==> src/hdl/ilnf_pkg.sv <==
// ----------------------------------------------------------------------------
// ilnf_pkg
// Shared constants, types and tag helpers for the next-fit heap allocator.
// ----------------------------------------------------------------------------
package ilnf_pkg;

  localparam int unsigned HEAP_BYTES  = 65536;
  localparam int unsigned CHUNK_BYTES = 4096;
  localparam int unsigned WSIZE       = 4;
  localparam int unsigned DSIZE       = 8;
  localparam int unsigned MIN_BLOCK   = 2 * DSIZE;
  localparam int unsigned LIST_START  = 8;
  localparam int unsigned WORDS       = HEAP_BYTES / WSIZE;
  localparam int unsigned AW          = $clog2(WORDS);
  localparam int unsigned WALK_LIMIT  = HEAP_BYTES / 8 + 2;
  localparam int unsigned NW          = $clog2(WALK_LIMIT + 1);
  localparam int unsigned TOPW        = $clog2(HEAP_BYTES) + 1;
  localparam int unsigned ASZW        = 17;

  typedef logic [31:0]   word_t;
  typedef logic [AW-1:0] waddr_t;

  typedef struct packed {
    logic   en;
    logic   we;
    waddr_t addr;
    word_t  wdata;
  } mem_req_t;

  // byte address outside the word array: reads give 0, writes are dropped
  function automatic logic is_oob(word_t a);
    return a >= word_t'(HEAP_BYTES);
  endfunction

  function automatic word_t size_of(word_t v);
    return v & ~word_t'(32'h7);
  endfunction

  // size field seen when reading back a tag just written at a
  function automatic word_t rb_size(word_t a, word_t v);
    return is_oob(a) ? '0 : size_of(v);
  endfunction

  // heap image after reset: prologue, one free chunk, epilogue
  function automatic word_t init_word(waddr_t i);
    word_t b;
    b = word_t'(i) << 2;
    if (b == word_t'(WSIZE) || b == word_t'(DSIZE)) return word_t'(32'h9);
    else if (b == word_t'(LIST_START + WSIZE)) return word_t'(CHUNK_BYTES);
    else if (b == word_t'(LIST_START + CHUNK_BYTES)) return word_t'(CHUNK_BYTES);
    else if (b == word_t'(LIST_START + WSIZE + CHUNK_BYTES)) return word_t'(32'h1);
    else return '0;
  endfunction

endpackage

==> src/hdl/ilnf_ctrl.sv <==
// ----------------------------------------------------------------------------
// ilnf_ctrl
// Request sequencer: next-fit walk, split, heap growth and coalescing, all as
// single read or write steps against the heap store.
// ----------------------------------------------------------------------------
module ilnf_ctrl (
  input  logic               clk,
  input  logic               rst_n,
  input  logic               in_valid,
  output logic               in_ready,
  input  logic               in_mode,
  input  logic [15:0]        in_req_size,
  input  logic [15:0]        in_block_addr,
  output logic               out_valid,
  input  logic               out_ready,
  output logic [15:0]        out_payload_addr,
  output logic               out_ok,
  output ilnf_pkg::mem_req_t mreq,
  input  ilnf_pkg::word_t    rdata
);
  import ilnf_pkg::*;

  typedef enum logic [5:0] {
    ST_CLEAR, ST_IDLE, ST_F_HDR, ST_F_FTR,
    ST_S1, ST_SL, ST_W0, ST_W1, ST_W2,
    ST_G0, ST_G1, ST_G2,
    ST_M0, ST_M1, ST_M2, ST_M3, ST_M4, ST_M5, ST_MA1, ST_MB1, ST_MB2,
    ST_MC1, ST_MC2, ST_MC3, ST_MC4, ST_MC5, ST_MC6, ST_MEND,
    ST_P1, ST_PS2, ST_PS3, ST_PS4, ST_PN2, ST_DONE
  } state_t;

  state_t          state_r, state_nxt;
  word_t           bp_r, bp_nxt, p_r, p_nxt, t_r, t_nxt;
  word_t           sz_r, sz_nxt, bsz_r, bsz_nxt, ps_r, ps_nxt;
  word_t           rov_r, rov_nxt;
  logic [ASZW-1:0] asz_r, asz_nxt;
  logic [TOPW-1:0] top_r, top_nxt;
  logic [NW-1:0]   n_r, n_nxt, n_inc;
  logic            pa_r, pa_nxt, grow_r, grow_nxt;
  logic [15:0]     res_addr_r, res_addr_nxt;
  logic            res_ok_r, res_ok_nxt;
  waddr_t          clr_r, clr_nxt;
  logic            rd_oob_r, rd_oob_nxt;
  logic            out_valid_r, out_valid_nxt, out_ok_r, out_ok_nxt;
  logic [15:0]     out_addr_r, out_addr_nxt;

  word_t       q, qs, ma, wd, asz, ext, gsz, csub;
  logic        m_rd, m_wr, fits, split;
  logic [16:0] rsum;
  logic [32:0] gsum;

  assign q     = rd_oob_r ? '0 : rdata;
  assign qs    = size_of(q);
  assign asz   = word_t'(asz_r);
  assign fits  = !q[0] && (qs >= asz);
  assign n_inc = n_r + NW'(1);
  assign rsum  = 17'(in_req_size) + 17'(15);
  assign ext   = (asz > word_t'(CHUNK_BYTES)) ? asz : word_t'(CHUNK_BYTES);
  assign gsz   = ((ext >> 2) + word_t'(ext[2])) << 2;
  assign gsum  = 33'(top_r) + 33'(gsz);
  assign split = (qs >= asz) && ((qs - asz) >= word_t'(MIN_BLOCK));
  assign csub  = p_r - asz;

  assign in_ready         = (state_r == ST_IDLE);
  assign out_valid        = out_valid_r;
  assign out_payload_addr = out_addr_r;
  assign out_ok           = out_ok_r;

  always_comb begin
    state_nxt = state_r; bp_nxt = bp_r; p_nxt = p_r; t_nxt = t_r;
    sz_nxt = sz_r; bsz_nxt = bsz_r; ps_nxt = ps_r; rov_nxt = rov_r;
    asz_nxt = asz_r; top_nxt = top_r; n_nxt = n_r; pa_nxt = pa_r;
    grow_nxt = grow_r; res_addr_nxt = res_addr_r; res_ok_nxt = res_ok_r;
    clr_nxt = clr_r;
    out_valid_nxt = out_valid_r && !out_ready;
    out_addr_nxt = out_addr_r; out_ok_nxt = out_ok_r;
    ma = '0; wd = '0; m_rd = 1'b0; m_wr = 1'b0;

    unique case (state_r)
      ST_CLEAR: begin
        clr_nxt = clr_r + AW'(1);
        if (&clr_r) state_nxt = ST_IDLE;
      end
      ST_IDLE: begin
        if (in_valid) begin
          if (in_mode) begin
            res_addr_nxt = '0; res_ok_nxt = 1'b1; state_nxt = ST_DONE;
            if (in_block_addr[2:0] == 3'd0 &&
                in_block_addr >= 16'(LIST_START + DSIZE) &&
                TOPW'(in_block_addr) < top_r) begin
              bp_nxt = word_t'(in_block_addr); grow_nxt = 1'b0;
              ma = word_t'(in_block_addr) - word_t'(WSIZE); m_rd = 1'b1;
              state_nxt = ST_F_HDR;
            end
          end else if (in_req_size == 16'd0) begin
            res_addr_nxt = '0; res_ok_nxt = 1'b0; state_nxt = ST_DONE;
          end else begin
            asz_nxt = (in_req_size <= 16'(DSIZE)) ? ASZW'(MIN_BLOCK) : {rsum[16:3], 3'b000};
            ma = rov_r - word_t'(WSIZE); m_rd = 1'b1;
            state_nxt = ST_S1;
          end
        end
      end
      ST_F_HDR: begin
        sz_nxt = qs; ma = bp_r - word_t'(WSIZE); wd = qs; m_wr = 1'b1;
        state_nxt = ST_F_FTR;
      end
      ST_F_FTR: begin
        ma = bp_r + sz_r - word_t'(DSIZE); wd = sz_r; m_wr = 1'b1;
        state_nxt = ST_M0;
      end
      // next-fit walk from the block after the rover up to the epilogue
      ST_S1: begin
        bp_nxt = rov_r + qs; n_nxt = '0;
        ma = rov_r + qs - word_t'(WSIZE); m_rd = 1'b1;
        state_nxt = ST_SL;
      end
      ST_SL: begin
        if (qs == '0) begin
          state_nxt = ST_W0;
        end else if (fits) begin
          rov_nxt = bp_r; res_addr_nxt = bp_r[15:0]; res_ok_nxt = 1'b1;
          ma = bp_r - word_t'(WSIZE); m_rd = 1'b1; state_nxt = ST_P1;
        end else begin
          bp_nxt = bp_r + qs; n_nxt = n_inc;
          if (n_inc < NW'(WALK_LIMIT)) begin
            ma = bp_r + qs - word_t'(WSIZE); m_rd = 1'b1;
          end else begin
            state_nxt = ST_W0;
          end
        end
      end
      // wrap pass from the heap start up to the rover
      ST_W0: begin
        n_nxt = '0; bp_nxt = word_t'(LIST_START);
        if (word_t'(LIST_START) < rov_r) begin
          ma = word_t'(LIST_START - WSIZE); m_rd = 1'b1; state_nxt = ST_W1;
        end else begin
          state_nxt = ST_G0;
        end
      end
      ST_W1: begin
        bp_nxt = bp_r + qs; ma = bp_r + qs - word_t'(WSIZE); m_rd = 1'b1;
        state_nxt = ST_W2;
      end
      ST_W2: begin
        if (qs == '0) begin
          state_nxt = ST_G0;
        end else if (fits) begin
          rov_nxt = bp_r; res_addr_nxt = bp_r[15:0]; res_ok_nxt = 1'b1;
          ma = bp_r - word_t'(WSIZE); m_rd = 1'b1; state_nxt = ST_P1;
        end else begin
          n_nxt = n_inc;
          if (n_inc < NW'(WALK_LIMIT) && bp_r < rov_r) begin
            bp_nxt = bp_r + qs; ma = bp_r + qs - word_t'(WSIZE); m_rd = 1'b1;
          end else begin
            state_nxt = ST_G0;
          end
        end
      end
      ST_G0: begin
        if (gsum > 33'(HEAP_BYTES)) begin
          res_addr_nxt = '0; res_ok_nxt = 1'b0; state_nxt = ST_DONE;
        end else begin
          top_nxt = TOPW'(gsum); bp_nxt = word_t'(top_r); sz_nxt = gsz;
          grow_nxt = 1'b1;
          ma = word_t'(top_r) - word_t'(WSIZE); wd = gsz; m_wr = 1'b1;
          state_nxt = ST_G1;
        end
      end
      ST_G1: begin
        ma = bp_r + sz_r - word_t'(DSIZE); wd = sz_r; m_wr = 1'b1;
        state_nxt = ST_G2;
      end
      ST_G2: begin
        ma = bp_r + sz_r - word_t'(WSIZE); wd = word_t'(32'h1); m_wr = 1'b1;
        state_nxt = ST_M0;
      end
      // coalesce: gather neighbor tags
      ST_M0: begin
        ma = bp_r - word_t'(DSIZE); m_rd = 1'b1; state_nxt = ST_M1;
      end
      ST_M1: begin
        p_nxt = bp_r - qs; ma = bp_r - qs - word_t'(WSIZE); m_rd = 1'b1;
        state_nxt = ST_M2;
      end
      ST_M2: begin
        ps_nxt = qs; ma = p_r + qs - word_t'(DSIZE); m_rd = 1'b1;
        state_nxt = ST_M3;
      end
      ST_M3: begin
        pa_nxt = q[0]; ma = bp_r - word_t'(WSIZE); m_rd = 1'b1;
        state_nxt = ST_M4;
      end
      ST_M4: begin
        bsz_nxt = qs; ma = bp_r + qs - word_t'(WSIZE); m_rd = 1'b1;
        state_nxt = ST_M5;
      end
      ST_M5: begin
        priority if (pa_r && q[0]) begin
          state_nxt = ST_MEND;
        end else if (pa_r) begin
          sz_nxt = bsz_r + qs; ma = bp_r - word_t'(WSIZE); wd = bsz_r + qs;
          m_wr = 1'b1; state_nxt = ST_MA1;
        end else if (q[0]) begin
          sz_nxt = bsz_r + ps_r; ma = bp_r + bsz_r - word_t'(DSIZE);
          wd = bsz_r + ps_r; m_wr = 1'b1; state_nxt = ST_MB1;
        end else begin
          ma = bp_r + bsz_r + qs - word_t'(DSIZE); m_rd = 1'b1;
          state_nxt = ST_MC1;
        end
      end
      ST_MA1: begin
        ma = bp_r + rb_size(bp_r - word_t'(WSIZE), sz_r) - word_t'(DSIZE);
        wd = sz_r; m_wr = 1'b1; state_nxt = ST_MEND;
      end
      ST_MB1: begin
        ma = bp_r - word_t'(DSIZE); m_rd = 1'b1; state_nxt = ST_MB2;
      end
      ST_MB2: begin
        bp_nxt = bp_r - qs; ma = bp_r - qs - word_t'(WSIZE); wd = sz_r;
        m_wr = 1'b1; state_nxt = ST_MEND;
      end
      ST_MC1: begin
        sz_nxt = bsz_r + ps_r + qs; ma = p_r - word_t'(WSIZE);
        wd = bsz_r + ps_r + qs; m_wr = 1'b1; state_nxt = ST_MC2;
      end
      ST_MC2: begin
        ma = bp_r - word_t'(WSIZE); m_rd = 1'b1; state_nxt = ST_MC3;
      end
      ST_MC3: begin
        t_nxt = bp_r + qs; ma = bp_r + qs - word_t'(WSIZE); m_rd = 1'b1;
        state_nxt = ST_MC4;
      end
      ST_MC4: begin
        ma = t_r + qs - word_t'(DSIZE); wd = sz_r; m_wr = 1'b1;
        state_nxt = ST_MC5;
      end
      ST_MC5: begin
        ma = bp_r - word_t'(DSIZE); m_rd = 1'b1; state_nxt = ST_MC6;
      end
      ST_MC6: begin
        bp_nxt = bp_r - qs; state_nxt = ST_MEND;
      end
      ST_MEND: begin
        rov_nxt = bp_r;
        if (grow_r) begin
          res_addr_nxt = bp_r[15:0]; res_ok_nxt = 1'b1;
          ma = bp_r - word_t'(WSIZE); m_rd = 1'b1; state_nxt = ST_P1;
        end else begin
          res_addr_nxt = '0; res_ok_nxt = 1'b1; state_nxt = ST_DONE;
        end
      end
      // place: split when the remainder can hold a minimum block
      ST_P1: begin
        p_nxt = qs; ma = bp_r - word_t'(WSIZE); m_wr = 1'b1;
        if (split) begin
          wd = asz | word_t'(32'h1); state_nxt = ST_PS2;
        end else begin
          wd = qs | word_t'(32'h1); state_nxt = ST_PN2;
        end
      end
      ST_PS2: begin
        ma = bp_r + rb_size(bp_r - word_t'(WSIZE), asz | word_t'(32'h1))
             - word_t'(DSIZE);
        wd = asz | word_t'(32'h1); m_wr = 1'b1; state_nxt = ST_PS3;
      end
      ST_PS3: begin
        t_nxt = bp_r + rb_size(bp_r - word_t'(WSIZE), asz | word_t'(32'h1));
        ma = t_nxt - word_t'(WSIZE); wd = csub; m_wr = 1'b1;
        state_nxt = ST_PS4;
      end
      ST_PS4: begin
        ma = t_r + rb_size(t_r - word_t'(WSIZE), csub) - word_t'(DSIZE);
        wd = csub; m_wr = 1'b1; state_nxt = ST_DONE;
      end
      ST_PN2: begin
        ma = bp_r + rb_size(bp_r - word_t'(WSIZE), p_r | word_t'(32'h1))
             - word_t'(DSIZE);
        wd = p_r | word_t'(32'h1); m_wr = 1'b1; state_nxt = ST_DONE;
      end
      ST_DONE: begin
        if (!out_valid_r || out_ready) begin
          out_valid_nxt = 1'b1; out_addr_nxt = res_addr_r; out_ok_nxt = res_ok_r;
          state_nxt = ST_IDLE;
        end
      end
      default: state_nxt = ST_IDLE;
    endcase
  end

  always_comb begin
    rd_oob_nxt = rd_oob_r;
    if (m_rd) rd_oob_nxt = is_oob(ma);
    if (state_r == ST_CLEAR) begin
      mreq.en = 1'b1; mreq.we = 1'b1; mreq.addr = clr_r; mreq.wdata = init_word(clr_r);
    end else begin
      mreq.en    = (m_rd || m_wr) && !is_oob(ma);
      mreq.we    = m_wr;
      mreq.addr  = ma[AW+1:2];
      mreq.wdata = wd;
    end
  end

  always_ff @(posedge clk) begin
    if (!rst_n) begin
      state_r     <= ST_CLEAR;
      clr_r       <= '0;
      rov_r       <= word_t'(LIST_START);
      top_r       <= TOPW'(LIST_START + DSIZE + CHUNK_BYTES);
      out_valid_r <= 1'b0;
      grow_r      <= 1'b0;
      rd_oob_r    <= 1'b0;
    end else begin
      state_r     <= state_nxt;
      clr_r       <= clr_nxt;
      rov_r       <= rov_nxt;
      top_r       <= top_nxt;
      out_valid_r <= out_valid_nxt;
      grow_r      <= grow_nxt;
      rd_oob_r    <= rd_oob_nxt;
    end
    bp_r <= bp_nxt; p_r <= p_nxt; t_r <= t_nxt; sz_r <= sz_nxt;
    bsz_r <= bsz_nxt; ps_r <= ps_nxt; asz_r <= asz_nxt; n_r <= n_nxt;
    pa_r <= pa_nxt; res_addr_r <= res_addr_nxt; res_ok_r <= res_ok_nxt;
    out_addr_r <= out_addr_nxt; out_ok_r <= out_ok_nxt;
  end

endmodule

==> config.mk <==
export PLATFORM = sky130hd
export DESIGN_NAME = ilnf_ctrl
export DESIGN_NICKNAME = d
export VERILOG_FILES = /design/src/hdl/ilnf_pkg.sv /design/src/hdl/ilnf_ctrl.sv
export SDC_FILE = /design/constraint.sdc
export NUM_CORES = 2
export LEC_CHECK = 0
export BUFFER_PORTS_ARGS = -buffer_cell sky130_fd_sc_hd__buf_2
export CAP_MARGIN = 30
export CELL_PAD_IN_SITES_DETAIL_PLACEMENT = 1
export CELL_PAD_IN_SITES_GLOBAL_PLACEMENT = 2
export CORE_UTILIZATION = 40
export DETAILED_ROUTE_END_ITERATION = 10
export PLACE_DENSITY = 0.88
export SLEW_MARGIN = 20
export SYNTH_ARGS = -nofsm -noshare
export SYNTH_HDL_FRONTEND = slang
export SYNTH_SLANG_ARGS = --single-unit
==> constraint.sdc <==
create_clock -name clk -period 15.1 [get_ports clk]
set_clock_uncertainty 0.15 [all_clocks]
set_input_delay 0.755 -clock clk [delete_from_list [all_inputs] [get_ports clk]]
set_output_delay 0.755 -clock clk [all_outputs]
set_load 0.02 [all_outputs]
# Word-level counts from Yosys, hierarchy flattened
# Cells that the tools add are included.
[totals]
ff_bits = 324
latchBits = 0
ramBits = 0
mem_bits_ro = 0
in_bits = 69
out_inout_bits = 67
wordCells = 311
n_memories = 0
[classes]
add_sub_neg = 43
mul = 0
n_div = 0
magnitude_cmp = 13
n_eq_ne = 58
shifts = 0
mux = 120
bitwise_logic = 3
reduce_logical = 53
[op_table]
columns = ["operator", "count"]
rows = [
  ["$mux 32", 38],
  ["$pmux 32 s22", 1],
  ["$add 32x32->32", 13],
  ["$pmux 32 s10", 1],
  ["$sub 32x4->32 const B", 10],
  ["$sub 32x3->32 const B", 9],
  ["$pmux 32 s8", 1],
  ["$pmux 32 s2", 3],
  ["$pmux 6 s30", 1],
  ["$pmux 32 s4", 1],
  ["$mux 16", 7],
  ["$eq 6x5->1 const B", 16],
  ["$ge 32x17->1 const B", 3],
  ["$mux 6", 15],
  ["$pmux 16 s4", 1],
  ["$sub 32x17->32", 2],
  ["$eq 6x4->1 const B", 8],
  ["$mux 48", 1],
  ["$mux 13", 3],
  ["$mux 17", 2],
  ["$add 32x17->32", 1],
  ["$ge 32x17->1", 1],
  ["$ge 32x5->1 const B", 1],
  ["$logic_not 32->1", 1],
  ["60 further kinds", 150],
]

# Depth between registers and ports, before layout
[depth]
depth_word = 11
mapped_depth = 32
depth_no_buf = 32

# Worst setup path after synthesis
# OpenSTA, ideal clock, no wires.
[synth_timing]
path_type = "reg2reg"
startpoint = "register asz_r[6]"
endpoint = "register bp_r[0] (enable)"
setup_time_ns = 0.316
arrival_ns = 9.113
t_required_ns = 14.634
path_slack_ns = 5.522
path_stages_with_launch = 17
path_buffers = 0
synth_period_minus_slack_ns = 9.578
path_cell_list = "edfxtp_1 > nor4_1 > nand4_1 > a21oi_1 > nor2b_1 > ha_1 > fa_1 > xor2_1 > or4_1 > or4_1 > nor3_1 > nand3_1 > o31ai_1 > or2_2 > nand2_1 > a2111oi_0 > and2_1"
[synth_between]
elab_chain_len = 7
word_cells_on_any_way = 11
cone_classes = "add/sub (2); order compare (3); eq/ne (3); mux (1); reduce/logical (2)"
[synth_lines]
columns = ["element", "line_no", "text"]
rows = [
  ["start, declared", "ilnf_ctrl.sv:36", "logic [ASZW-1:0] asz_r, asz_nxt;"],
  ["start signal, assigned", "ilnf_ctrl.sv:324", "bsz_r <= bsz_nxt; ps_r <= ps_nxt; asz_r <= asz_nxt; n_r <= n_nxt;"],
  ["$gt 17x13->1", "ilnf_ctrl.sv:58", "assign ext = (asz > word_t'(CHUNK_BYTES)) ? asz : word_t'(CHUNK_BYTES);"],
  ["$mux 17", "ilnf_ctrl.sv:58", ""],
  ["$add 15x1->16", "ilnf_ctrl.sv:59", "assign gsz = ((ext >> 2) + word_t'(ext[2])) << 2;"],
  ["$add 17x18->19", "ilnf_ctrl.sv:60", "assign gsum = 33'(top_r) + 33'(gsz);"],
  ["$gt 19x17->1", "ilnf_ctrl.sv:162", "if (gsum > 33'(HEAP_BYTES)) begin"],
  ["$ne 2x2->1 (no source line)", "n/a", ""],
  ["$reduce_and 10->1 (no source line) (*)", "n/a", ""],
  ["end signal, assigned", "ilnf_ctrl.sv:323", "bp_r <= bp_nxt; p_r <= p_nxt; t_r <= t_nxt; sz_r <= sz_nxt;"],
  ["end, declared", "ilnf_ctrl.sv:33", "word_t bp_r, bp_nxt, p_r, p_nxt, t_r, t_nxt;"],
]
# Mark *: on every way between the ends. The rest lies on a longest branch, timed or not.
# A chain may end at the register's enable or synchronous reset.

==> impl_results.html <==
<table>
<tr><th>Metric</th><th>Value</th></tr>
<tr><th colspan="2">Outcome</th></tr>
<tr><td>Outcome</td><td>complete, no violations</td></tr>
<tr><th colspan="2">Detailed routing</th></tr>
<tr><td>Detailed-route vias per instance</td><td>6.71</td></tr>
<tr><td>Average wire per cell in the routed design</td><td>33.0 um</td></tr>
<tr><td>DRC marker count from the first detailed-route iteration</td><td>roughly 7600</td></tr>
<tr><td>Detailed-route DRC error count</td><td>0</td></tr>
<tr><td>Number of antenna-violating nets in the routed design</td><td>0</td></tr>
<tr><td>Drt total wl</td><td>297000 um</td></tr>
<tr><td>Number of detailed-route iterations in the first pass</td><td>7</td></tr>
<tr><td>Routed vias</td><td>60400</td></tr>
<tr><th colspan="2">Clock tree</th></tr>
<tr><td>Root Buffer</td><td>sky130_fd_sc_hd__clkbuf_16</td></tr>
<tr><td>Clock-pin transition on the worst setup and hold timing paths</td><td>0.07 ns</td></tr>
<tr><td>Number of clock sinks</td><td>about 310</td></tr>
<tr><td>Max Buffers Root-to-Sink</td><td>3</td></tr>
<tr><td>Number of buffers added by the clock tree synthesis step</td><td>47</td></tr>
<tr><td>TritonCTS clock tree</td><td>yes</td></tr>
<tr><td>Number of H-tree branching levels</td><td>2</td></tr>
<tr><td>Number of buffers inserted by hold repair at cts</td><td>0</td></tr>
<tr><td>Cells resized by post-CTS repair</td><td>0</td></tr>
<tr><td>Post-CTS setup buffers</td><td>0</td></tr>
<tr><td>Clock Latency Late Sink</td><td>0.68 ns</td></tr>
<tr><th colspan="2">Finish</th></tr>
<tr><td>Nets</td><td>between 7000 and 8000</td></tr>
<tr><td>Ratio of cells with drive above 1 in the final layout</td><td>under 10%</td></tr>
<tr><td>Syn-to-layout area delta</td><td>9.79%</td></tr>
<tr><td>Share of the core filled with cells</td><td>44.3%</td></tr>
<tr><td>Total area of multi-input combinational cells</td><td>just over 40000 um^2</td></tr>
<tr><td># fillers</td><td>between 15000 and 20000</td></tr>
<tr><td>Total area of sequential cells</td><td>around 8700 um^2</td></tr>
<tr><th colspan="2">Power</th></tr>
<tr><td>Power consumption</td><td>4.50 mW</td></tr>
<tr><td>VDD IR-drop max</td><td>just under 90 uV</td></tr>
<tr><td>Pwr/cell area</td><td>between 70 and 80 nW/um^2</td></tr>
<tr><td>Static leakage power</td><td>24.3 nW</td></tr>
<tr><th colspan="2">STA</th></tr>
<tr><td>Total setup violations reported at the end of the flow</td><td>0</td></tr>
<tr><td>Max-slew violation count</td><td>0</td></tr>
<tr><td>Fmax</td><td>0.0811 GHz</td></tr>
<tr><td>Final Critical Period</td><td>about 12 ns</td></tr>
<tr><td>Worst-margin pin slew</td><td>1.31 ns</td></tr>
<tr><td>Part of the cycle the worst path needs</td><td>around four fifths</td></tr>
<tr><td>TNS Setup</td><td>0 ns</td></tr>
<tr><td>Remaining max-slew budget at the tightest pin</td><td>12.7%</td></tr>
<tr><td>RSZ-0062 raised after global routing</td><td>no</td></tr>
<tr><td>Hold Violations, Final</td><td>0</td></tr>
<tr><th colspan="2">Logic synthesis</th></tr>
<tr><td>Cell taking the most area after synthesis</td><td>sky130_fd_sc_hd__ha_1</td></tr>
<tr><td>Post-synthesis average cell area</td><td>approximately 7.5 um^2</td></tr>
<tr><td>Combinational family with the most area after synthesis</td><td>compound AO/OA/AOI/OAI gates</td></tr>
<tr><td>Top post-synthesis cells by count</td><td>sky130_fd_sc_hd__nand2_1 (684), sky130_fd_sc_hd__inv_1 (676), sky130_fd_sc_hd__ha_1 (671)</td></tr>
<tr><td>Share of the yosys chip area belonging to registers</td><td>16.5%</td></tr>
<tr><td>Synth Area in Compound Gates</td><td>between 20% and 30%</td></tr>
<tr><td>Gate count of the mapped netlist</td><td>between 7000 and 8000</td></tr>
<tr><td>Mux cell area share after synthesis</td><td>roughly 1.4%</td></tr>
<tr><td>Xor and xnor area share after synthesis</td><td>under 10%</td></tr>
<tr><td>Most area-consuming cells after synthesis</td><td>sky130_fd_sc_hd__ha_1 (16%), sky130_fd_sc_hd__edfxtp_1 (14%), sky130_fd_sc_hd__xnor2_1 (6.2%)</td></tr>
<tr><td>Arithmetic-cell share of the synthesized area counting full adders, half adders and majority gates</td><td>between 10% and 20%</td></tr>
<tr><td>Synth Net Count</td><td>~8000</td></tr>
<tr><td>Asr flop ratio synth</td><td>0%</td></tr>
<tr><td>Syn. warnings</td><td>0</td></tr>
<tr><td>Most instantiated library cell after synthesis</td><td>sky130_fd_sc_hd__nand2_1</td></tr>
<tr><td>FF+latch count, synth</td><td>approximately 310</td></tr>
<tr><td>Syn Std Cell Area</td><td>about 53000 um^2</td></tr>
<tr><td>Fraction of the mapped netlist area in simple logic gates</td><td>22.5%</td></tr>
<tr><td>Number of flops mapped to enable cells by yosys</td><td>about 240</td></tr>
<tr><td>Most instantiated flip-flop cell in the synthesis netlist</td><td>sky130_fd_sc_hd__edfxtp_1</td></tr>
<tr><td>Proportion of netlist area held by the largest area contributor</td><td>between 10% and 20%</td></tr>
<tr><td>Cell variety after synth</td><td>~110</td></tr>
<tr><th colspan="2">Run</th></tr>
<tr><td>Count of max-cap constraint violations</td><td>0</td></tr>
<tr><th colspan="2">Critical path</th></tr>
<tr><td>Slowest library cell on the worst path</td><td>sky130_fd_sc_hd__or4_1</td></tr>
<tr><td>Critical path launch point type</td><td>register</td></tr>
<tr><td>Required @ worst endpoint</td><td>approximately 14 ns</td></tr>
<tr><td>Delay of the slowest cell on the worst path</td><td>roughly 0.85 ns</td></tr>
<tr><td>Peak fanout along the critical path</td><td>between 50 and 60</td></tr>
<tr><td>Element type at the critical path end</td><td>output pin</td></tr>
<tr><td>Critical path type</td><td>reg -&gt; out</td></tr>
<tr><td>WP data arrival</td><td>about 11 ns</td></tr>
<tr><th colspan="2">Global routing</th></tr>
<tr><td>Pin count of the biggest net entering global routing</td><td>70</td></tr>
<tr><td>GRT Overall Usage</td><td>42.6%</td></tr>
<tr><td>Final global-route overflow total</td><td>0</td></tr>
<tr><td>Number of antenna violations at the first check in global routing</td><td>28</td></tr>
<tr><td>Wire length of the first global-routing pass</td><td>approximately 420000 um</td></tr>
<tr><td>Via count of the first global-routing pass</td><td>59100</td></tr>
<tr><th colspan="2">Die</th></tr>
<tr><td>Starting utilization of the core area</td><td>40.3%</td></tr>
<tr><td>DIE WIDTH</td><td>between 300 and 400 um</td></tr>
<tr><td>Core Footprint</td><td>approximately 130000 um^2</td></tr>
<tr><td>Total Die Area</td><td>134000 um^2</td></tr>
<tr><td>Number of top-level design ports</td><td>about 140</td></tr>
<tr><td>Vertical die dimension</td><td>between 300 and 400 um</td></tr>
<tr><td>Floorplan row count</td><td>~130</td></tr>
<tr><th colspan="2">Place</th></tr>
<tr><td>Routability Congestion</td><td>roughly 1.1</td></tr>
<tr><td>Count of input and output buffers</td><td>between 100 and 150</td></tr>
<tr><td>Sum of net half-perimeters after detailed placement</td><td>around 240000 um</td></tr>
<tr><th colspan="2">Hold path</th></tr>
<tr><td>Kind of path behind the tightest hold check</td><td>in -&gt; reg</td></tr>
</table>
## power by group
| part | internal, mW | switching [mW] |
|---|---|---|
| Sequential | 0.962 | 0.0164 |
| Clock | 0.751 | 0.542 |
| Combinational | 0.737 | 1.49 |
## worst max-delay path, delay by kind of cell, from the launching register on
kind            cells  cell delay (ns)
compound gates      9             2.70
xor+xnor            1             0.13
fa+ha+maj           3             1.17
buf+inv             6             1.73
flops               1             0.69
mux                 1             0.13
simple gates       11             4.12
## registers in the layout (all words and copies together), names as in the netlist
| register | count |
|---|---|
| asz_r | 14 |
| bp_r | 32 |
| bsz_r | 29 |
| clr_r | 14 |
| grow_r | 1 |
| n_r | 14 |
| out_ok | 1 |
| out_payload_addr | 16 |
| out_valid | 1 |
| p_r | 32 |
| pa_r | 1 |
| ps_r | 29 |
| rd_oob_r | 1 |
| res_addr_r | 16 |
| res_ok_r | 1 |
| rov_r | 32 |
| state_r | 6 |
| sz_r | 29 |
| t_r | 30 |
| top_r | 14 |
## metrics by stage
stage | cells | hold slack (ns) | cell area (um^2) | setup slack (ns)
5_1_grt | 8997 | 0.272 | 58100 | 2.56
3_3_place_gp | 8882 | 0.255 | 56200 | 4.13
3_5_place_dp | 8898 | 0.257 | 56300 | 3.98
2_1_floorplan | 7095 | 0.250 | 52900 | 5.52
4_1_cts | 8986 | 0.240 | 58000 | 3.21
6_report | 9007 | 0.257 | 58100 | 2.77
## path summary, 6_finish.rpt
path	start	endpoint	slack [ns]	cells after the start
setup / recovery	bp_r[3]	mreq[47]	2.77	31
hold / removal	in_req_size[2]	asz_r[3]	0.26	3
setup reg to reg	bp_r[3]	rd_oob_r	4.79	29
hold reg to reg	res_addr_r[12]	out_payload_addr[12]	0.27	0
## layer usage
metal  wire, um  GRT usage (%)  up-vias
met5         59              0        -
met4      18800           23.2       10
met3      35800           11.7      661
met2     124000           63.8     3306
met1     119000           55.1    30000
li1           -              -    26400
## layout by cell type, fill, tap and decap left out, types with 42 or more instances in the layout
| master | instances |
|---|---|
| sky130_fd_sc_hd__a211oi_1 | 96 |
| sky130_fd_sc_hd__a21boi_0 | 66 |
| sky130_fd_sc_hd__a21o_1 | 160 |
| sky130_fd_sc_hd__a21oi_1 | 476 |
| sky130_fd_sc_hd__a221oi_1 | 52 |
| sky130_fd_sc_hd__a22oi_1 | 42 |
| sky130_fd_sc_hd__a31oi_1 | 83 |
| sky130_fd_sc_hd__and2_1 | 66 |
| sky130_fd_sc_hd__and3_1 | 66 |
| sky130_fd_sc_hd__buf_2 | 139 |
| sky130_fd_sc_hd__buf_4 | 188 |
| sky130_fd_sc_hd__clkbuf_16 | 49 |
| sky130_fd_sc_hd__dfxtp_1 | 68 |
| sky130_fd_sc_hd__edfxtp_1 | 244 |
| sky130_fd_sc_hd__ha_1 | 671 |
| sky130_fd_sc_hd__inv_1 | 675 |
| sky130_fd_sc_hd__mux2i_1 | 59 |
| sky130_fd_sc_hd__nand2_1 | 682 |
| sky130_fd_sc_hd__nand2b_1 | 94 |
| sky130_fd_sc_hd__nand3_1 | 204 |
| sky130_fd_sc_hd__nand4_1 | 80 |
| sky130_fd_sc_hd__nor2_1 | 522 |
| sky130_fd_sc_hd__nor2b_1 | 77 |
| sky130_fd_sc_hd__nor3_1 | 214 |
| sky130_fd_sc_hd__nor4_1 | 98 |
| sky130_fd_sc_hd__o211ai_1 | 95 |
| sky130_fd_sc_hd__o21a_1 | 61 |
| sky130_fd_sc_hd__o21ai_0 | 401 |
| sky130_fd_sc_hd__o21bai_1 | 51 |
| sky130_fd_sc_hd__o221ai_1 | 61 |
| sky130_fd_sc_hd__o22ai_1 | 45 |
| sky130_fd_sc_hd__o31ai_1 | 54 |
| sky130_fd_sc_hd__or3_1 | 68 |
| sky130_fd_sc_hd__xnor2_1 | 374 |
| sky130_fd_sc_hd__xor2_1 | 138 |
## layout make-up
class	count	area share, %
well taps	1755	3.78
flip-flops and latches	313	15.0
inverters	682	4.41
diodes	10	0.0431
clock buffers	55	2.15
multi-input cells	5815	70.0
repair buffers	344	3.90
clock inverters	33	0.758
## cells by family after synthesis
group,Yosys count
simple gates,2399
buf+inv,967
xor+xnor,513
fa+ha+maj,689
compound gates,2140
flops,313
mux,74
No activity file was read; power rests on OpenSTA's default activity.
